`config.mk`:
```
export PLATFORM = sky130hd
export DESIGN_NAME = positional_list_with_sorted_insert
export DESIGN_NICKNAME = d
export VERILOG_FILES = /design/src/rtl/plsi_pkg.sv /design/src/rtl/plsi_cell.sv /design/src/rtl/plsi_chain.sv /design/src/rtl/positional_list_with_sorted_insert.sv
export SDC_FILE = /design/constraint.sdc
export NUM_CORES = 2
export LEC_CHECK = 0
export ABC_AREA = 1
export ABC_CLOCK_PERIOD_IN_PS = 55300
export BUFFER_PORTS_ARGS = -buffer_cell sky130_fd_sc_hd__buf_2
export CORE_UTILIZATION = 45
export CTS_CLUSTER_DIAMETER = 80
export DETAILED_ROUTE_END_ITERATION = 10
export HOLD_SLACK_MARGIN = 0.02
export PLACE_DENSITY = 0.66
export SLEW_MARGIN = 20
export SYNTH_ARGS = -nofsm -noshare
export SYNTH_HDL_FRONTEND = slang
export SYNTH_HIERARCHICAL = 1
export SYNTH_SLANG_ARGS = --single-unit
```
`constraint.sdc`:
```
create_clock -name clk -period 55.3 [get_ports clk]
set_input_delay 16.59 -clock clk [delete_from_list [all_inputs] [get_ports clk]]
set_output_delay 16.59 -clock clk [all_outputs]
set_load 0.03 [all_outputs]
```
`src/rtl/plsi_pkg.sv`:
```
`timescale 1ns / 1ps

package plsi_pkg;

  localparam int CAPACITY    = 16;
  localparam int VALUE_WIDTH = 32;
  localparam int OP_W        = 3;
  localparam int POS_W       = 5;
  localparam int CNT_W       = 5;
  localparam int SLOT_W      = $clog2(CAPACITY);

  typedef enum logic [OP_W-1:0] {
    OP_INSERT    = 3'd0,
    OP_ERASE     = 3'd1,
    OP_RETRIEVE  = 3'd2,
    OP_OVERWRITE = 3'd3,
    OP_ORDERED   = 3'd4,
    OP_CLEAR     = 3'd5
  } op_t;

  typedef enum logic [2:0] {
    K_HOLD,
    K_INS_POS,
    K_INS_ORD,
    K_ERASE,
    K_WRITE
  } kind_t;

  typedef struct packed {
    kind_t            kind;
    logic [CNT_W-1:0] idx;
    logic [CNT_W-1:0] count;
  } cell_ctl_t;

endpackage

```
`src/rtl/plsi_cell.sv`:
```
`timescale 1ns / 1ps

module plsi_cell (
  input  logic                             clk,
  input  plsi_pkg::cell_ctl_t              ctl,
  input  logic [plsi_pkg::SLOT_W-1:0]      slot,
  input  logic [plsi_pkg::VALUE_WIDTH-1:0] value,
  input  logic [plsi_pkg::VALUE_WIDTH-1:0] left_val,
  input  logic [plsi_pkg::VALUE_WIDTH-1:0] right_val,
  input  logic                             left_ge,
  input  logic                             seen_in,
  output logic [plsi_pkg::VALUE_WIDTH-1:0] val,
  output logic                             ge,
  output logic                             seen_out
);
  import plsi_pkg::*;

  logic [VALUE_WIDTH-1:0] val_next;
  logic [CNT_W-1:0]       slot_ext;
  logic                   le;
  logic                   cand;

  assign slot_ext = CNT_W'(slot);
  assign ge       = (val >= value);
  assign le       = (value >= val);
  assign seen_out = seen_in | cand;

  // cand: this cell is the insertion slot; seen_in: slot lies to the left
  always_comb begin
    cand = 1'b0;
    case (ctl.kind)
      K_INS_POS: cand = (slot_ext == ctl.idx);
      K_INS_ORD: begin
        if (slot_ext == ctl.count) begin
          cand = 1'b1;
        end else if (slot_ext == '0) begin
          cand = !ge;
        end else begin
          cand = left_ge && le && (slot_ext < ctl.count);
        end
      end
      default: cand = 1'b0;
    endcase
  end

  always_comb begin
    val_next = val;
    case (ctl.kind)
      K_INS_POS, K_INS_ORD: begin
        if (seen_in) begin
          val_next = left_val;
        end else if (cand) begin
          val_next = value;
        end
      end
      K_ERASE: begin
        if (slot_ext >= ctl.idx) begin
          val_next = right_val;
        end
      end
      K_WRITE: begin
        if (slot_ext == ctl.idx) begin
          val_next = value;
        end
      end
      default: val_next = val;
    endcase
  end

  always_ff @(posedge clk) begin
    val <= val_next;
  end

endmodule

```
`src/rtl/plsi_chain.sv`:
```
`timescale 1ns / 1ps

module plsi_chain (
  input  logic                                                 clk,
  input  plsi_pkg::cell_ctl_t                                  ctl,
  input  logic [plsi_pkg::VALUE_WIDTH-1:0]                     value,
  output logic [plsi_pkg::CAPACITY-1:0][plsi_pkg::VALUE_WIDTH-1:0] vals
);
  import plsi_pkg::*;

  logic [CAPACITY-1:0] ge;
  logic [CAPACITY-1:0] seen;

  for (genvar k = 0; k < CAPACITY; k++) begin : g_cell
    logic [VALUE_WIDTH-1:0] left_val;
    logic [VALUE_WIDTH-1:0] right_val;
    logic                   left_ge;
    logic                   seen_in;

    if (k == 0) begin : g_first
      assign left_val = '0;
      assign left_ge  = 1'b0;
      assign seen_in  = 1'b0;
    end else begin : g_mid
      assign left_val = vals[k-1];
      assign left_ge  = ge[k-1];
      assign seen_in  = seen[k-1];
    end

    if (k == CAPACITY - 1) begin : g_last
      assign right_val = vals[k];
    end else begin : g_inner
      assign right_val = vals[k+1];
    end

    plsi_cell u_cell (
      .clk       (clk),
      .ctl       (ctl),
      .slot      (SLOT_W'(k)),
      .value     (value),
      .left_val  (left_val),
      .right_val (right_val),
      .left_ge   (left_ge),
      .seen_in   (seen_in),
      .val       (vals[k]),
      .ge        (ge[k]),
      .seen_out  (seen[k])
    );
  end

endmodule

```
`src/rtl/positional_list_with_sorted_insert.sv`:
```
`timescale 1ns / 1ps
// Bounded positional list, up to 16 entries, 1-based positions.
// Request channel: req_valid / req_stall with operation, position, value.
//   An item is taken when req_valid is high and req_stall is low.
// Response channel: rsp_valid / rsp_stall with ok, read_value, length.
//   Every request item gives exactly one response item, in order.
// Throughput: one item per cycle while req_stall is low. All list operations, including the ordered
//   insert, finish in the cycle of acceptance: a row of cells, one per entry,
//   compares against the new value and shifts left or right in parallel.
// The response is registered in the output register, or in the skid register if that one is stalled.
// A two-deep response stage (output register plus skid register) lets one
//   more request enter while a response is stalled; req_stall rises only when
//   both are full, and stays high until rsp_stall drops.
// Reset (rst, synchronous): list length goes to zero and both response
//   registers empty. Entry contents are not cleared; only written entries
//   are ever read.
module positional_list_with_sorted_insert (
  input  logic                             clk,
  input  logic                             rst,
  input  logic                             req_valid,
  output logic                             req_stall,
  input  logic [plsi_pkg::OP_W-1:0]        operation,
  input  logic [plsi_pkg::POS_W-1:0]       position,
  input  logic [plsi_pkg::VALUE_WIDTH-1:0] value,
  output logic                             rsp_valid,
  input  logic                             rsp_stall,
  output logic                             ok,
  output logic [plsi_pkg::VALUE_WIDTH-1:0] read_value,
  output logic [plsi_pkg::CNT_W-1:0]       length
);
  import plsi_pkg::*;

  logic [CNT_W-1:0]                      count;
  logic [CNT_W-1:0]                      count_next;
  logic [CAPACITY-1:0][VALUE_WIDTH-1:0]  vals;
  cell_ctl_t                             ctl;
  kind_t                                 kind;
  logic                                  accept;
  logic                                  ok_c;
  logic [VALUE_WIDTH-1:0]                rd_c;
  logic [CNT_W-1:0]                      idx;
  logic                                  in_list;
  logic                                  ins_pos_ok;
  logic                                  not_full;

  logic                                  skid_valid;
  logic                                  skid_ok;
  logic [VALUE_WIDTH-1:0]                skid_rd;
  logic [CNT_W-1:0]                      skid_len;

  assign req_stall  = skid_valid;
  assign accept     = req_valid && !req_stall;
  assign idx        = CNT_W'(position) - 1'b1;
  assign in_list    = (position != '0) && (CNT_W'(position) <= count);
  assign ins_pos_ok = (position != '0) &&
                      ({1'b0, CNT_W'(position)} <= ({1'b0, count} + 1'b1));
  assign not_full   = (count < CNT_W'(CAPACITY));

  always_comb begin
    ok_c       = 1'b0;
    rd_c       = '0;
    kind       = K_HOLD;
    count_next = count;
    case (op_t'(operation))
      OP_INSERT: begin
        if (ins_pos_ok && not_full) begin
          ok_c       = 1'b1;
          kind       = K_INS_POS;
          count_next = count + 1'b1;
        end
      end
      OP_ERASE: begin
        if (in_list) begin
          ok_c       = 1'b1;
          kind       = K_ERASE;
          count_next = count - 1'b1;
        end
      end
      OP_RETRIEVE: begin
        if (in_list) begin
          ok_c = 1'b1;
          rd_c = vals[idx[SLOT_W-1:0]];
        end
      end
      OP_OVERWRITE: begin
        if (in_list) begin
          ok_c = 1'b1;
          kind = K_WRITE;
        end
      end
      OP_ORDERED: begin
        if (not_full) begin
          ok_c       = 1'b1;
          kind       = K_INS_ORD;
          count_next = count + 1'b1;
        end
      end
      OP_CLEAR: begin
        ok_c       = 1'b1;
        count_next = '0;
      end
      default: ok_c = 1'b0;
    endcase
  end

  always_comb begin
    ctl.kind  = accept ? kind : K_HOLD;
    ctl.idx   = idx;
    ctl.count = count;
  end

  plsi_chain u_chain (
    .clk   (clk),
    .ctl   (ctl),
    .value (value),
    .vals  (vals)
  );

  always_ff @(posedge clk) begin
    if (rst) begin
      count <= '0;
    end else if (accept) begin
      count <= count_next;
    end
  end

  always_ff @(posedge clk) begin
    if (rst) begin
      rsp_valid  <= 1'b0;
      skid_valid <= 1'b0;
    end else if (rsp_valid && !rsp_stall) begin
      if (skid_valid) begin
        ok         <= skid_ok;
        read_value <= skid_rd;
        length     <= skid_len;
        skid_valid <= 1'b0;
      end else if (accept) begin
        ok         <= ok_c;
        read_value <= rd_c;
        length     <= count_next;
      end else begin
        rsp_valid <= 1'b0;
      end
    end else if (!rsp_valid) begin
      rsp_valid <= accept;
      if (accept) begin
        ok         <= ok_c;
        read_value <= rd_c;
        length     <= count_next;
      end
    end else if (accept) begin
      skid_valid <= 1'b1;
      skid_ok    <= ok_c;
      skid_rd    <= rd_c;
      skid_len   <= count_next;
    end
  end

endmodule

```
* Word-level counts from Yosys, hierarchy flattened
Cells that the tools add are included.
** Storage, ports and cells
- Register bits after elaboration :: 595
- Bits in latches :: 0
- Memory bits (writable) :: 0
- Bits in read-only memories :: 0
- Word-level logic and storage cells :: 409
- Memories kept :: 0
** Cells by class
- $add $sub $neg :: 4
- Multiply operators :: 0
- Divide/modulo/power cells :: 0
- Order comparisons :: 64
- Eq/ne operators :: 89
- Shift operators :: 0
- Mux-type cells :: 144
- Bitwise logic cells :: 16
- Reduce and logical (&&, ||, !) cells :: 67
** Operator list (number)
- $mux 32 :: 69
- $pmux 32 s3 :: 15
- $ge 32x32->1 :: 30
- $bmux 32 s4 :: 1
- $eq 4x5->1 const A :: 16
- $ne 2x2->1 const B :: 34
- $pmux 32 s2 :: 1
- $reduce_and 4->1 :: 16
- $ne 3x3->1 const B :: 15
- $eq 3x5->1 const A :: 8
- $lt 4x5->1 const A :: 8
- $ge 4x5->1 const A :: 7
- $logic_and 1x1->1 :: 35
- $mux 5 :: 7
- $pmux 1 s2 :: 16
- $mux 1 :: 28
- $eq 2x5->1 const A :: 4
- $ge 3x5->1 const A :: 4
- $lt 3x5->1 const A :: 4
- $pmux 5 s4 :: 1
- $or 1x1->1 :: 14
- $eq 3x2->1 const B :: 4
- $pmux 3 s4 :: 1
- $eq 1x5->1 const A :: 2
- other kinds (28) :: 44

* Longest topological paths before layout
- Depth after elaboration :: 25
- Depth in mapped cells :: 81
- Mapped depth without buffers :: 50

* By module
Netlist, hierarchy kept.
** By module, submodules not included
- plsi_cell (u_chain.g_cell[0].u_cell ...) :: times used 15, cells an instance 442, area an instance 3130.5 um^2
- positional_list_with_sorted_insert :: times used 1, cells an instance 1606, area an instance 9197.6 um^2
- plsi_cell (u_chain.g_cell[1].u_cell) :: times used 1, cells an instance 442, area an instance 3138.0 um^2
- plsi_chain :: times used 1, cells an instance 2, area an instance 7.5 um^2

* Worst setup path before layout
No wires, ideal clock.
- Kind :: in2reg
- From :: input position[0] in the netlist's numbering
- To :: register u_chain/g_cell[15].u_cell/val[0] in the netlist's numbering, enable pin
- Library setup time :: 0.387 ns
- Arrival :: 31.617 ns
- Required time :: 54.913 ns
- Slack :: 23.296 ns
- Stages :: 78
- Buffers on the path :: 33
- Cells stage by stage :: buf_2 -> inv_2 -> buf_2 -> buf_2 -> ha_1 -> inv_1 -> nand2_1 -> nand2_1 -> nand2_2 -> inv_2 -> nand2_1 -> a21oi_1 -> nand3b_1 -> nor2_1 -> nor2_1 -> nand2_1 -> buf_2 -> buf_1 -> [... 42 more ...] -> buf_2 -> buf_1 -> nor2_1 -> nand2_1 -> buf_2 -> buf_1 -> nor2_1 -> nand2_1 -> buf_2 -> buf_1 -> nor2_1 -> nand2_1 -> buf_2 -> buf_1 -> nor2_1 -> nand3_1 -> nand2_1 -> inv_1
** RTL lines
- start: declaration :: RTL line positional_list_with_sorted_insert.sv:23 : input logic [plsi_pkg::POS_W-1:0] position,
- end signal: assignment :: RTL line plsi_cell.sv:71 : val <= val_next;
- end: declaration :: RTL line plsi_cell.sv:12 : output logic [plsi_pkg::VALUE_WIDTH-1:0] val,

==> flow_summary.rst <==
.. list-table::
   :header-rows: 1

   * - Metric
     - Value
   * - Die width
     - 365 um
   * - Global-route congestion overflow total
     - 0
   * - Required time at the endpoint of the critical path
     - 55.68 ns
   * - Cell at the root of the clock tree
     - sky130_fd_sc_hd__clkbuf_16
   * - Largest net degree at the start of global routing
     - 110
   * - Area enclosed by the die boundary
     - 133,000 um2
   * - Cts bufs inserted
     - 80
   * - Period minus WS final
     - 31.74 ns
   * - Wire length after detailed routing
     - 238,000 um
   * - Global-route wire length before repair
     - 352,000 um
   * - Met2 Track Usage GR
     - 0.528
   * - Leakage Power
     - 0.0315 uW
   * - Area growth, synth to finish
     - 9.59%
   * - Part of the total power dissipated in combinational logic
     - 0.277
   * - HPWL reported at the end of detailed placement
     - 172,000 um
   * - Row count
     - 132
   * - Clock network latency to the later pin of the worst-skew pair
     - 0.74 ns
   * - Total GRT Usage
     - 0.350
   * - Number of top-level design ports
     - 84
   * - Least setup slack across all paths after layout
     - 23.56 ns
   * - Setup TNS
     - 0 ns
   * - Number of nets in the layout
     - 9,501
   * - Number of fill cells in the layout
     - 13,100
   * - Cell internal pwr
     - 979 uW
   * - Tightest slew margin relative to the limit
     - 0.100
   * - Most repeated library cell on the critical path
     - sky130_fd_sc_hd__nor2_1
   * - Kind of start point of the critical path
     - input port
   * - Final setup violation count
     - 0
   * - Bufs on Longest Clock Path
     - 3
   * - Routed vias/inst
     - 5.86
   * - Period utilization
     - 0.574
   * - Placement-stage worst setup slack
     - 23.05 ns
   * - Slowest cell on the critical path
     - sky130_fd_sc_hd__clkbuf_8
   * - Max-cap violation count
     - 0
   * - Via count of the first global-routing pass
     - 57,100
   * - Crit path max fanout
     - 109
   * - Final hold violations
     - 0
   * - Yosys warning total
     - 6
   * - Iteration-0 DRC count of the detailed router
     - 7,782
   * - Number of optimization iterations in the first detailed-route pass
     - 7
   * - Post-synthesis cell area
     - 59,300 um2
   * - Clock power share
     - 0.344
   * - Clock transition at the registers of the reported paths
     - 0.06 ns
   * - Global routing usage on met1
     - 0.450
   * - Core footprint
     - 130,000 um2
   * - Total Power Consumption
     - 1550 uW
   * - RSZ-0062 raised after global routing
     - false
   * - Fraction of power spent switching nets
     - 0.370
   * - Count of vias placed by the detailed router
     - 62,200
   * - Quantity of gates resized following cts
     - 0
   * - Crit Path Category
     - input port to flip-flop
   * - Slack of the worst reg-to-reg path
     - 39.63 ns
   * - Outcome
     - completed
   * - Weighted congestion reported at the end of routability-driven placement
     - 0.979
   * - Count of port buffers added during placement
     - 83
   * - Net switching power of the design
     - 575 uW
   * - CTS tree
     - yes
   * - Antenna violations before repair
     - 13
   * - Inst Count DP
     - 10,500
   * - Worst-Margin Slew
     - 1.34 ns
   * - Mean Syn Cell Area
     - 6.83 um2
   * - Number of slew-limit violations in the final report
     - 0
   * - CP max stage delay
     - 0.61 ns
   * - Clock sink count
     - 595
   * - Share of cells above drive strength 1
     - 0.0697
   * - Number of standard cells after synthesis
     - 8,678
   * - Y dimension of the die
     - 365 um
   * - Post-layout instance count excluding filler cells
     - 10,600
   * - Initial cell density of the core
     - 0.456
   * - Cell area after placement
     - 62,400 um2
   * - Final antenna-violating net count
     - 0
   * - Power density over cell area
     - 23.9 nW/um2
   * - GR peak layer
     - met2
   * - Hold WC Path Type
     - flip-flop to flip-flop
   * - Maximum clock frequency
     - 31.5 MHz
   * - Drt drc
     - 0
   * - Clock Skews
     - 0.0485 ns
   * - Summed area of non-filler cells in the final layout
     - 65,000 um2
   * - Hold bufs inserted after CTS
     - 0
   * - Data arrival at the endpoint of the critical path
     - 32.12 ns
   * - WL/cell
     - 22.4 um
   * - Global Route met3 Usage
     - 0.0873
   * - Maximum VDD drop
     - 0.0233 mV
   * - Critical Path End Type
     - flip-flop
   * - CTS H-tree lvls
     - 3
   * - Number of buffers added for setup after CTS
     - 0
   * - Share of power burned in registers
     - 0.379
## cell type report
class                      instances  area [um2]  area share
antenna                            5        12.5    0.000193
inverter                        1399        5260      0.0810
multi-input combinational       6505       35600       0.549
timing repair buffer             222        1490      0.0229
tap                             1742        2180      0.0335
clock inverter                    50         500     0.00770
sequential                       595       17800       0.274
clock buffer                      95        2090      0.0322
## critical path, delay by kind of cell
family / cells / cell delay [ns]
AOI/OAI and AO/OA: 1 / 0.49
buffers and inverters: 19 / 8.87
adders and majority gates: 1 / 0.35
and+or+nand+nor: 39 / 5.59
## sequential cells by signal (all words and copies together), names as in the netlist
register                   flops
u_chain/g_cell.u_cell/val    512
read_value                    32
skid_rd                       32
count                          5
length                         5
skid_len                       5
ok                             1
req_stall                      1
rsp_valid                      1
skid_ok                        1
## routing by layer
layer	wire (um)	share of wire
met2	101000	0.43
met1	91800	0.39
met5	96	0.00040
met4	15700	0.066
met3	29200	0.12
## power groups by stage
| stage | clock network (uW) | logic (uW) | registers (uW) |
|---|---|---|---|
| floorplan | 0 | 280 | 576 |
| global placement | 0 | 401 | 595 |
| detailed placement | 0 | 416 | 594 |
| CTS | 538 | 418 | 585 |
| global route | 552 | 477 | 589 |
| finish | 535 | 430 | 589 |
## final timing paths
path                          start                                           to  cells after the start
max                     position[0]  u_chain/g_cell[15].u_cell/val[13]$_DFFE_PP_                     60
min          req_stall$_SDFFE_PP0P_                       req_stall$_SDFFE_PP0P_                      2
max reg2reg   count[2]$_SDFFE_PP0P_  u_chain/g_cell[15].u_cell/val[13]$_DFFE_PP_                     62
min reg2reg  req_stall$_SDFFE_PP0P_                       req_stall$_SDFFE_PP0P_                      2
## metrics by stage
stage / hold WS [ns] / util
floorplan: 0.542 / -
global placement: 0.516 / 0.479
detailed placement: 0.533 / 0.479
CTS: 0.544 / 0.499
global route: 0.576 / 0.499
finish: 0.556 / 0.499
## cell usage in the layout (no fill, tap or decap), drive strengths merged
| cell type | count |
|---|---|
| a31oi | 60 |
| clkbuf | 96 |
| a21oi | 403 |
| clkinv | 54 |
| and2 | 1 |
| a21o | 16 |
| inv | 1387 |
| a21boi | 1 |
| diode | 5 |
| o21a | 33 |
| clkinvlp | 2 |
| dfxtp | 7 |
| nand2 | 3034 |
| a32oi | 1 |
| o21ai | 590 |
| o2111ai | 1 |
| xnor2 | 3 |
| buf | 221 |
| a32o | 6 |
| or2 | 2 |
| bufinv | 6 |
| nand3b | 15 |
| edfxtp | 588 |
| nand3 | 423 |
| ha | 654 |
| nor4 | 16 |
| conb | 211 |
| a211oi | 15 |
| xor2 | 4 |
| nor3 | 67 |
| nand4 | 52 |
| nor2 | 368 |
| o211ai | 529 |
(Power assumes the default switching activity.)
